==> src/rtl/u8v_pkg.sv <==
package u8v_pkg;

  localparam int BYTE_W    = 8;
  localparam int PEND_W    = 2;
  localparam int CLASS_W   = 3;

  // Allowed range of the next continuation byte
  localparam logic [CLASS_W-1:0] CLS_PLAIN    = 3'd0;
  localparam logic [CLASS_W-1:0] CLS_AFTER_E0 = 3'd1;
  localparam logic [CLASS_W-1:0] CLS_AFTER_ED = 3'd2;
  localparam logic [CLASS_W-1:0] CLS_AFTER_F0 = 3'd3;
  localparam logic [CLASS_W-1:0] CLS_AFTER_F4 = 3'd4;

  localparam logic [BYTE_W-1:0] CHR_NUL  = 8'h00;
  localparam logic [BYTE_W-1:0] CHR_TAB  = 8'h09;
  localparam logic [BYTE_W-1:0] CHR_LF   = 8'h0A;
  localparam logic [BYTE_W-1:0] CHR_CR   = 8'h0D;
  localparam logic [BYTE_W-1:0] CHR_SP   = 8'h20;
  localparam logic [BYTE_W-1:0] CHR_TILD = 8'h7E;

  localparam logic [PEND_W-1:0] PEND_NONE = 2'd0;
  localparam logic [PEND_W-1:0] PEND_ONE  = 2'd1;
  localparam logic [PEND_W-1:0] PEND_TWO  = 2'd2;
  localparam logic [PEND_W-1:0] PEND_THR  = 2'd3;

  function automatic logic cont_ok(input logic [BYTE_W-1:0] b,
                                   input logic [CLASS_W-1:0] cls);
    logic ok;
    case (cls)
      CLS_PLAIN:    ok = (b >= 8'h80) && (b <= 8'hBF);
      CLS_AFTER_E0: ok = (b >= 8'hA0) && (b <= 8'hBF);
      CLS_AFTER_ED: ok = (b >= 8'h80) && (b <= 8'h9F);
      CLS_AFTER_F0: ok = (b >= 8'h90) && (b <= 8'hBF);
      CLS_AFTER_F4: ok = (b >= 8'h80) && (b <= 8'h8F);
      default:      ok = 1'b0;
    endcase
    return ok;
  endfunction

endpackage

==> src/rtl/utf8_stream_validator_top.sv <==
// UTF-8 string checker. Words arrive on the input channel (in_valid,
// in_ready, data_byte), one byte each; a zero byte ends the string. For
// each terminator one word leaves on the output channel (out_valid,
// out_ready, is_valid): 1 when the string was well-formed UTF-8 with
// only tab, LF, CR and printable ASCII among single bytes, else 0.
// Other bytes produce no output word.
// A byte is captured in the input register and checked there; the
// verdict is loaded into the output register as the terminator leaves
// the input register, so out_valid comes straight from a register.
// Throughput is one byte per cycle while no terminator waits for the
// output register; the single state update per byte is the only loop.
// When the receiver stalls, the verdict waits in the output register;
// non-terminator bytes keep flowing, and a second terminator waits in
// the input register, holding back later bytes, until the output
// register frees up.
// Reset (rst, synchronous) empties both registers and starts a new
// string.
module utf8_stream_validator_top (
  input  logic                      clk,
  input  logic                      rst,
  input  logic                      in_valid,
  output logic                      in_ready,
  input  logic [u8v_pkg::BYTE_W-1:0] data_byte,
  output logic                      out_valid,
  input  logic                      out_ready,
  output logic                      is_valid
);

  logic                        s1_valid;
  logic [u8v_pkg::BYTE_W-1:0]  s1_byte;
  logic [u8v_pkg::PEND_W-1:0]  bytes_pending, bytes_pending_next;
  logic [u8v_pkg::CLASS_W-1:0] next_range_class, next_range_class_next;
  logic                        error_seen, error_seen_next;
  logic                        s1_term, out_free, s1_advance;

  assign s1_term    = (s1_byte == u8v_pkg::CHR_NUL);
  assign out_free   = !out_valid || out_ready;
  assign s1_advance = s1_valid && (!s1_term || out_free);
  assign in_ready   = !s1_valid || s1_advance;

  always_comb begin
    bytes_pending_next    = bytes_pending;
    next_range_class_next = next_range_class;
    error_seen_next       = error_seen;
    if (s1_term) begin
      bytes_pending_next    = u8v_pkg::PEND_NONE;
      next_range_class_next = u8v_pkg::CLS_PLAIN;
      error_seen_next       = 1'b0;
    end else if (error_seen) begin
      // drop bytes until the terminator
    end else if (bytes_pending != u8v_pkg::PEND_NONE) begin
      if (u8v_pkg::cont_ok(s1_byte, next_range_class)) begin
        bytes_pending_next    = bytes_pending - u8v_pkg::PEND_ONE;
        next_range_class_next = u8v_pkg::CLS_PLAIN;
      end else begin
        error_seen_next       = 1'b1;
        bytes_pending_next    = u8v_pkg::PEND_NONE;
        next_range_class_next = u8v_pkg::CLS_PLAIN;
      end
    end else if (s1_byte == u8v_pkg::CHR_TAB || s1_byte == u8v_pkg::CHR_LF ||
                 s1_byte == u8v_pkg::CHR_CR ||
                 (s1_byte >= u8v_pkg::CHR_SP && s1_byte <= u8v_pkg::CHR_TILD)) begin
      // plain ASCII, nothing to track
    end else if (s1_byte >= 8'hC2 && s1_byte <= 8'hDF) begin
      bytes_pending_next    = u8v_pkg::PEND_ONE;
      next_range_class_next = u8v_pkg::CLS_PLAIN;
    end else if (s1_byte == 8'hE0) begin
      bytes_pending_next    = u8v_pkg::PEND_TWO;
      next_range_class_next = u8v_pkg::CLS_AFTER_E0;
    end else if (s1_byte == 8'hED) begin
      bytes_pending_next    = u8v_pkg::PEND_TWO;
      next_range_class_next = u8v_pkg::CLS_AFTER_ED;
    end else if (s1_byte >= 8'hE1 && s1_byte <= 8'hEF) begin
      bytes_pending_next    = u8v_pkg::PEND_TWO;
      next_range_class_next = u8v_pkg::CLS_PLAIN;
    end else if (s1_byte == 8'hF0) begin
      bytes_pending_next    = u8v_pkg::PEND_THR;
      next_range_class_next = u8v_pkg::CLS_AFTER_F0;
    end else if (s1_byte >= 8'hF1 && s1_byte <= 8'hF3) begin
      bytes_pending_next    = u8v_pkg::PEND_THR;
      next_range_class_next = u8v_pkg::CLS_PLAIN;
    end else if (s1_byte == 8'hF4) begin
      bytes_pending_next    = u8v_pkg::PEND_THR;
      next_range_class_next = u8v_pkg::CLS_AFTER_F4;
    end else begin
      error_seen_next       = 1'b1;
      bytes_pending_next    = u8v_pkg::PEND_NONE;
      next_range_class_next = u8v_pkg::CLS_PLAIN;
    end
  end

  always_ff @(posedge clk) begin
    if (rst) begin
      s1_valid         <= 1'b0;
      out_valid        <= 1'b0;
      bytes_pending    <= u8v_pkg::PEND_NONE;
      next_range_class <= u8v_pkg::CLS_PLAIN;
      error_seen       <= 1'b0;
    end else begin
      if (in_ready) begin
        s1_valid <= in_valid;
      end
      if (s1_advance) begin
        bytes_pending    <= bytes_pending_next;
        next_range_class <= next_range_class_next;
        error_seen       <= error_seen_next;
      end
      if (s1_advance && s1_term) begin
        out_valid <= 1'b1;
      end else if (out_ready) begin
        out_valid <= 1'b0;
      end
    end
  end

  always_ff @(posedge clk) begin
    if (in_ready && in_valid) begin
      s1_byte <= data_byte;
    end
    if (s1_advance && s1_term) begin
      is_valid <= !error_seen && (bytes_pending == u8v_pkg::PEND_NONE);
    end
  end

  a_class_idle: assert property (@(posedge clk) disable iff (rst)
    bytes_pending == u8v_pkg::PEND_NONE |-> next_range_class == u8v_pkg::CLS_PLAIN)
    else $error("range class set with no continuation pending");

  a_err_clears: assert property (@(posedge clk) disable iff (rst)
    error_seen |-> bytes_pending == u8v_pkg::PEND_NONE)
    else $error("continuation pending after error");

  a_class_legal: assert property (@(posedge clk) disable iff (rst)
    next_range_class <= u8v_pkg::CLS_AFTER_F4)
    else $error("unused range class reached");

  a_term_resets: assert property (@(posedge clk) disable iff (rst)
    s1_advance && s1_term |=> !error_seen && bytes_pending == u8v_pkg::PEND_NONE
                              && out_valid)
    else $error("terminator did not restart string state");

endmodule

==> config.mk <==
export PLATFORM = sky130hd
export DESIGN_NAME = utf8_stream_validator_top
export DESIGN_NICKNAME = d
export VERILOG_FILES = /design/src/rtl/u8v_pkg.sv /design/src/rtl/utf8_stream_validator_top.sv
export SDC_FILE = /design/constraint.sdc
export NUM_CORES = 1
export LEC_CHECK = 0
export BUFFER_PORTS_ARGS = -buffer_cell sky130_fd_sc_hd__buf_4
export CAP_MARGIN = 40
export CORE_MARGIN = 10
export CORE_UTILIZATION = 45
export CTS_CLUSTER_SIZE = 8
export DETAILED_ROUTE_END_ITERATION = 8
export PLACE_DENSITY = 0.66
export RECOVER_POWER = 50
export SYNTH_ARGS = -nofsm -noshare
export SYNTH_HDL_FRONTEND = slang
export SYNTH_SLANG_ARGS = --single-unit
==> constraint.sdc <==
create_clock -name clk -period 3.77 [get_ports clk]
set_clock_uncertainty 0.2 [all_clocks]
set_input_delay 0.754 -clock clk [delete_from_list [all_inputs] [get_ports clk]]
set_output_delay 0.754 -clock clk [all_outputs]
set_load 0.02 [all_outputs]
## Word level (Yosys, flattened, before mapping)

Index checks and enable logic that the tools add are counted.

- Flip-flop bits (word level): 17
- Input port bits: 12
- Logic and storage cells: 105
- Output and inout bits: 3

- Reduce and logical (&&, ||, !) cells: 29
- Add/sub/neg operators: 1
- $lt $le $gt $ge: 14
- Equality and inequality tests: 13
- Muxes and demuxes: 41

Operators with widths:

| cell | number |
|---|---|
| 8-bit >= comparator, second input constant | 6 |
| 8-bit <= comparator, second input constant | 6 |
| 3-bit 2-to-1 mux | 11 |
| 8-bit equality test, second input constant | 4 |
| 8-bit by 4-bit equality test with 1-bit output, second input constant | 3 |
| 2-bit 2-to-1 mux | 12 |
| 1-bit 2-to-1 mux | 17 |
| 1-bit logical AND | 13 |
| 8-bit by 6-bit >= comparator with 1-bit output, second input constant | 1 |
| 8-bit by 7-bit <= comparator with 1-bit output, second input constant | 1 |
| 8-bit zero test | 1 |
| 3-bit by 2-bit equality test with 1-bit output, second input constant | 2 |
| 1-bit logical OR | 6 |
| 1-bit case mux with 5 select lines | 1 |
| 1-bit zero test | 4 |
| 2-bit nonzero test | 2 |
| 3-bit by 1-bit equality test with 1-bit output, second input constant | 1 |
| 3-bit equality test, second input constant | 1 |
| 3-bit zero test | 1 |
| 3-bit != test, second input constant | 1 |
| 3-bit AND reduction | 1 |
| 2-bit zero test | 1 |
| 2-bit by 1-bit != test with 1-bit output, second input constant | 1 |
| 2-bit by 1-bit subtractor with 2-bit output, second input constant | 1 |

## Logic depth before layout (Yosys ltp)

Gate-level depths: netlist of run 1.

- Depth in word-level cells: 12
- Depth in mapped cells: 7
- Mapped depth without buffers: 7

## Worst setup path before layout of run 1

OpenSTA, ideal clock, no wires.

- Path type: register -> output
- From: register s1_byte[4] in the netlist's numbering
- To: output port in_ready
- Data required time: 2816 ps
- Path buffers: 1
- Slack: 1250 ps
- Stages on the path, launching flop included: 5
- Arrival: 1566 ps
- Cell sequence: edfxtp_1 buf_6 or4_4 nor3b_4 nand4b_1

- Word-level cells in the longest chain between the ends: 5

RTL lines:

| element | RTL line | source |
|---|---|---|
| from (decl) | utf8_stream_validator_top.sv:30 | `logic [u8v_pkg::BYTE_W-1:0] s1_byte;` |
| from (signal assigned) | utf8_stream_validator_top.sv:118 | `s1_byte <= data_byte;` |
| 8-bit zero test | utf8_stream_validator_top.sv:36 | `assign s1_term = (s1_byte == u8v_pkg::CHR_NUL);` |
| 1-bit zero test | utf8_stream_validator_top.sv:38 | `assign s1_advance = s1_valid && (!s1_term \|\| out_free);` |
| 1-bit logical OR | utf8_stream_validator_top.sv:38 |  |
| 1-bit logical AND | utf8_stream_validator_top.sv:38 |  |
| 1-bit logical OR | utf8_stream_validator_top.sv:39 | `assign in_ready = !s1_valid \|\| s1_advance;` |
| to (decl) | utf8_stream_validator_top.sv:22 | `output logic in_ready,` |

Every way passes these cells.

## Final worst setup path of run 1

Same ends and word-level chain as after synthesis.

==> summary.md, run 1 <==
| Metric | Value |
|---|---|
| Clk_lat worst skew | `300 ps` |
| RR Endpoint | `s1_byte[4]` |
| Critical Path Sink Type | `output pin` |
| DR vias | `722` |
| # resized after CTS | `0` |
| Synthesized area | `~910 um2` |
| Core ar. | `1942 um2` |
| Top cells by area, synth | `edfxtp_1 (30%), dfxtp_1 (18%), nand2b_1 (3.5%), mux2i_1 (3.3%), inv_1 (2.9%)` |
| Fmax achieved | `0.3192 GHz` |
| Hold buffers post-CTS | `0` |
| Overall Power | `0.3578 mW` |
| Hold Path Origin | `bytes_pending[0]` |
| Global-route wire length before repair | `3042 um` |
| Die X | `64.87 um` |
| GP Congestion | `just over 0.8` |
| Root Buffer | `clkbuf_4` |
| Area Overhead vs Synth | `13.67%` |
| Initial Utilization | `between 40 and 50%` |
| Count leader, synth | `edfxtp_1` |
| Avg Inst Size Synth | `10.53 um2` |
| Post-synthesis xor/xnor area fraction | `0%` |
| Largest net degree at the start of global routing | `11` |
| Post-route cell area | `1030 um2` |
| Row cnt | `16` |
| Inserted Diodes | `0` |
| Yosys warns | `0` |
| Mux cell area share after synthesis | `under 10%` |
| CTS tree | `done` |
| DP Area | `1030 um2` |
| Cell count of the worst reg-to-reg path | `4` |
| Register area share after synthesis | `47.51%` |
| Simple-Gate Fraction of Synth Area | `29.56%` |
| Top cell type's share of synthesized area | `~30%` |
| GRT Util Overall | `9.247%` |
| Mapped Cells | `86` |
| RSZ-0062 raised after global routing | `no` |
| CP Launch Type | `flop` |
| Hold Slack | `roughly 270 ps` |
| Die Ht | `around 65 um` |
| Final Hold Viols | `0` |
| Crit Path Category | `flop to output pin` |
| Layout cells sized above 1 | `between 20% and 30%` |
| Critical path, cell by cell | `or4_1 -> nor3b_1 -> nand4b_1 -> buf_4` |
| CP max-delay cell | `or4_1` |
| Adder-cell share of the synthesized area | `under 10%` |
| Status | `completed` |
| Die area | `4207 um2` |
| Reg2reg setup slack | `around 1300 ps` |
| Setup Viol. Count Final | `0` |
| Worst hold stages | `2` |
| Final nets | `116` |
| Antenna violations before repair | `0` |
| Max-cap violation count | `0` |
| Iter 0 DRT Violations | `28` |
| Hpwl dp | `1386 um` |
| Remaining global-route overflow | `0` |
| Share of synthesized registers carrying an async set or reset | `0%` |
| Final setup margin | `636.7 ps` |
| CTS Sinks | `17` |
| Setup bufs post-CTS | `0` |
| Worst Path Max Fanout | `9` |
| Drt drc | `0` |
| Critical Path Max Stage Delay | `a little under 600 ps` |
| Hold WC Path Type | `flop to flop` |
| H-tree Lvls | `1` |
| Routed Antenna Nets | `0` |
| Final setup TNS | `0 ps` |
| Largest area contributor in the netlist | `edfxtp_1` |
| Wire per inst | `13.59 um` |
| Synth Area in Compound Gates | `between 10 and 15%` |
| I/O pins | `15` |
| DR pass1 iterations | `4` |
| EDFF count, synth | `9` |
| Slew Limit Fails | `0` |
| Worst Tran Pin Value | `around 470 ps` |
| Worst reg2reg path startpoint | `s1_byte[4]` |
| Hold endpoint | `bytes_pending[0]` |
| Placed Cells | `125` |
| Critical path arrival | `approximately 2200 ps` |
| Leakage | `0.3860 nW` |
| Period utilization | `about 83%` |
| Power per cell area | `approximately 350 nW/um2` |
| Final min period | `3133 ps` |
| Top cells by count, synth | `edfxtp_1 (9), dfxtp_1 (8), inv_1 (7)` |
| Inserted Clock Buffers | `3` |
| Worst-case vdd ir drop | `0.2340 mV` |
| Register bit count reported by yosys | `17` |
| Vias per Instance | `5.597` |
| Routed wire length | `1753 um` |
| Final Util | `53.03%` |
| Pre-CTS setup slack | `1130 ps` |
| Vias in the first global route | `720` |
| Port bufs | `14` |
| Largest family of logic cells by synthesized area | `simple AND/OR/NAND/NOR gates` |
| Distinct cells, synth | `38` |
| Syn nets | `99` |
| Prevailing post-synth register cell | `edfxtp_1` |
| Relative slew slack | `68.19%` |
| Final std cells w/o fill | `129` |
| CTS max path bufs | `2` |
| Clk slew on worst S/H paths | `100 ps` |
| Req. time, crit path | `2820 ps` |
[how the worst max path moves through the flow]
stage | startpoint | to | slack, ps
after global routing | s1_byte[4] | in_ready | 460
final | s1_byte[4] | in_ready | 640
after detailed placement | s1_byte[4] | in_ready | 1130
after CTS | s1_byte[4] | in_ready | 790
after floorplan | s1_byte[4] | in_ready | 1250
after global placement | s1_byte[4] | in_ready | 1140
[worst max-delay path: cells and delay by family, from the launching register on]
kind | cells | cell delay, ps
and+or+nand+nor | 3 | 1160
DFF | 1 | 520
buffers and inverters | 1 | 200
[kinds of logic (layout without fill, tap and decap cells)]
kind of cell             Yosys count  after routing
AO/OA/AOI/OAI                     18             18
adder cells (fa/ha/maj)            1              1
buffers and inverters              9             25
flip-flops                        17             17
multiplexers                       3              3
AND/OR/NAND/NOR                   38             38
[per-layer routing]
| metal | track usage (%) | vias to the layer above | share of wire [%] |
|---|---|---|---|
| met4 | 6.952 | 0 | 2.6 |
| met5 | 0 | - | 0 |
| met1 | 10.13 | 336 | 44 |
| met3 | 3.265 | 5 | 5.2 |
| li1 | - | 359 | - |
| met2 | 14.41 | 22 | 48 |
[cell usage in the layout (no fill, tap or decap), types with 2 or more instances in the layout]
master / instances
nand2_1: 4
edfxtp_1: 9
nand2b_1: 5
a21oi_1: 5
clkbuf_4: 11
clkbuf_1: 2
nand3_1: 5
nor2b_1: 2
nand4_1: 4
dfxtp_1: 8
o21ai_0: 3
mux2i_1: 3
buf_4: 4
inv_1: 7
nor3_1: 2
nand4b_1: 2
nor2_1: 4
[sequential cells by signal (all words and copies together), names as in the netlist]
register and flops:
bytes_pending 2, error_seen 1, is_valid 1, next_range_class 3
out_valid 1, s1_byte 8, s1_valid 1
[power breakdown]
group	switching [mW]	internal [mW]	leakage [nW]	total, mW
logic	0.0199	0.0212	0.216	0.0411
clock network	0.0602	0.0395	0.0177	0.0997
registers	0.0120	0.205	0.152	0.217
[final cells by class]
class,instances,area (um2)
clock buffers,3,22.52
clock inverters,1,5.005
flip-flops and latches,17,430.4
multi-input cells,60,414.1
repair buffers,14,97.59
fillers,195,912.1
inverters,7,26.28
well taps,27,33.78
Power figures use the tool's default switching activity.
==> run 2, diff against run 1 <==
--- a/config.mk
+++ b/config.mk
@@ -11,7 +11,7 @@
 export CORE_UTILIZATION = 45
 export CTS_CLUSTER_SIZE = 8
 export DETAILED_ROUTE_END_ITERATION = 8
-export PLACE_DENSITY = 0.66
+export PLACE_DENSITY = 0.69
 export RECOVER_POWER = 50
 export SYNTH_ARGS = -nofsm -noshare
 export SYNTH_HDL_FRONTEND = slang
==> constraint.sdc (replaced) <==
create_clock -name clk -period 2.86 [get_ports clk]
set_clock_uncertainty 0.2 [all_clocks]
set_input_delay 0.572 -clock clk [delete_from_list [all_inputs] [get_ports clk]]
set_output_delay 0.572 -clock clk [all_outputs]
set_load 0.02 [all_outputs]
==> summary.md, run 2 (synthesis gave the netlist of run 1 again) <==
| Metric | Value |
|---|---|
| Status | `completed` |
| Largest Register | `s1_byte` |
| GP Congestion | `0.7780 (-5.3%)` |
| Routed wire length | `1852 um (+5.6%)` |
| Inserted Clock Buffers | `3 (unchanged)` |
| Vias in the first global route | `742 (+3.1%)` |
| Worst-case vdd ir drop | `0.3387 mV (+45%)` |
| H-tree Lvls | `1 (unchanged)` |
| Remaining global-route overflow | `0 (unchanged)` |
| Final Util | `55.28% (+2.3 points)` |
| # resized after CTS | `0 (unchanged)` |
| Largest register FFs | `8 (unchanged)` |
| Crit Path Category | `flop to output pin` |
| DR pass1 iterations | `2 (-2)` |
| Fillers | `201 (+3.1%)` |
| Reg2reg setup slack | `610 ps (-690 ps)` |
| Commonest non-fill, non-tap cell in the layout | `clkbuf_4` |
| Root Buffer | `clkbuf_4` |
| Row cnt | `16 (unchanged)` |
| Critical Path Sink Type | `output pin` |
| Global-route wire length before repair | `3042 um (unchanged)` |
| Hold endpoint | `s1_byte[7]` |
| Req. time, crit path | `2090 ps (-730 ps)` |
| Vias per Instance | `5.421 (-3.1%)` |
| Critical path arrival | `1950 ps (-230 ps)` |
| Routed Antenna Nets | `0 (unchanged)` |
| DP Area | `1030 um2 (unchanged)` |
| Slew Limit Fails | `0 (unchanged)` |
| Relative slew slack | `69.46% (+1.3 points)` |
| Die Ht | `64.87 um (unchanged)` |
| DR WL met3 | `55 um (-40%)` |
| Worst hold stages | `1 (-1)` |
| Post-route cell area | `1074 um2 (+4.3%)` |
| I/O pins | `15 (unchanged)` |
| Power per cell area | `447.7 nW/um2 (+29%)` |
| Final Hold Viols | `0 (unchanged)` |
| Max-cap violation count | `0 (unchanged)` |
| Fmax achieved | `0.3675 GHz` |
| Hold Path Origin | `data_byte[7]` |
| Period utilization | `95.14%` |
| DR vias | `721 (-0.14%)` |
| Die area | `4207 um2 (unchanged)` |
| Die X | `64.87 um (unchanged)` |
| Worst Path Max Fanout | `4 (-5)` |
| CTS tree | `done` |
| GRT Util Overall | `9.065% (-0.18 points)` |
| Most frequent cells in the layout | `clkbuf_4 (11), edfxtp_1 (9), dfxtp_1 (8), buf_4 (8), inv_1 (7)` |
| CTS Sinks | `17 (unchanged)` |
| Hpwl dp | `1390 um (+0.29%)` |
| Top Registers | `s1_byte x8, next_range_class x3, bytes_pending x2` |
| Initial Utilization | `46.65% (unchanged)` |
| Highest Signal Layer | `met4` |
| Drt drc | `0 (unchanged)` |
| Worst reg2reg path startpoint | `s1_byte[4]` |
| Area Overhead vs Synth | `18.51%` |
| Hold buffers post-CTS | `0 (unchanged)` |
| Met1 wire length | `839 um (+8.7%)` |
| Hold Slack | `268.9 ps (-5.326 ps)` |
| Routed length on met2 | `895 um (+6.0%)` |
| Core ar. | `1942 um2 (unchanged)` |
| Leakage | `0.4127 nW (+6.9%)` |
| Overall Power | `0.4807 mW (+34%)` |
| Inserted Diodes | `0 (unchanged)` |
| Wire per inst | `13.92 um (+2.5%)` |
| Antenna violations before repair | `0 (unchanged)` |
| RSZ-0062 raised after global routing | `no` |
| Cell count of the worst reg-to-reg path | `4 (unchanged)` |
| Port bufs | `14 (unchanged)` |
| Layout cells sized above 1 | `24.53% (+3.9 points)` |
| Hold WC Path Type | `input port to flop` |
| Clk slew on worst S/H paths | `100 ps (about the same)` |
| Final min period | `2721 ps` |
| Iter 0 DRT Violations | `20 (-29%)` |
| Final setup TNS | `0 ps (unchanged)` |
| Largest net degree at the start of global routing | `11 (unchanged)` |
| RR Endpoint | `s1_byte[3]` |
| Clk_lat worst skew | `290 ps (about the same)` |
| CP Launch Type | `flop` |
| CTS max path bufs | `2 (unchanged)` |
| Setup Viol. Count Final | `0 (unchanged)` |
| Worst Tran Pin Value | `453.9 ps (-17.14 ps)` |
| Final nets | `120 (+3.4%)` |
run 2: critical path, stage by stage (launching register included):
cell and delay [ps]:
edfxtp_1 460, or4_4 580, nor3b_4 240, nand4b_1 180, buf_4 200
run 2: layout make-up:
| type | count | area (um2) | share of cell area (%) |
|---|---|---|---|
| sequential | 17 | 430.4 | 40.09 |
| multi-input combinational | 60 | 429.2 | 39.98 |
| tap | 27 | 33.78 | 3.147 |
| clock buffer | 4 | 26.28 | 2.448 |
| timing repair buffer | 18 | 127.6 | 11.89 |
| inverter | 7 | 26.28 | 2.448 |
run 2: worst max-delay path by stage:
stage / from / to / slack, ps / cells past startpoint
3_3_place_gp: s1_byte[4] / in_ready / 410 / 4
4_1_cts: s1_byte[4] / in_ready / 30 / 4
5_1_grt: s1_byte[4] / in_ready / 50 / 4
2_1_floorplan: s1_byte[4] / s1_byte[0] / 460 / 5
3_5_place_dp: s1_byte[4] / in_ready / 390 / 4
6_report: s1_byte[4] / in_ready / 140 / 4
run 2: where the power goes:
part	total (mW)	internal [mW]	switching [mW]
Sequential	0.284	0.270	0.0141
Clock	0.131	0.0543	0.0769
Combinational	0.0652	0.0340	0.0312
run 2: metrics by stage:
| step | worst slack (ps) | std cells |
|---|---|---|
| finish | 138.9 | 133 |
| global route | 45.92 | 133 |
| CTS | 29.44 | 129 |
| detailed placement | 386.8 | 125 |
| global placement | 411.4 | 125 |
| floorplan | 456.2 | 86 |
run 2: layer usage:
metal / track usage [%] / vias to the layer above
li1: - / 366
met1: 10.11 / 333
met2: 15.02 / 15
met3: 2.921 / 7
met4: 4.813 / 0
met5: 0 / -
run 2: what timing repair did:
item | in CTS | in global routing
buffers inserted | 0 | 4
endpoints found under the hold margin | 0 | 0
endpoints found under the setup margin | 0 | 1
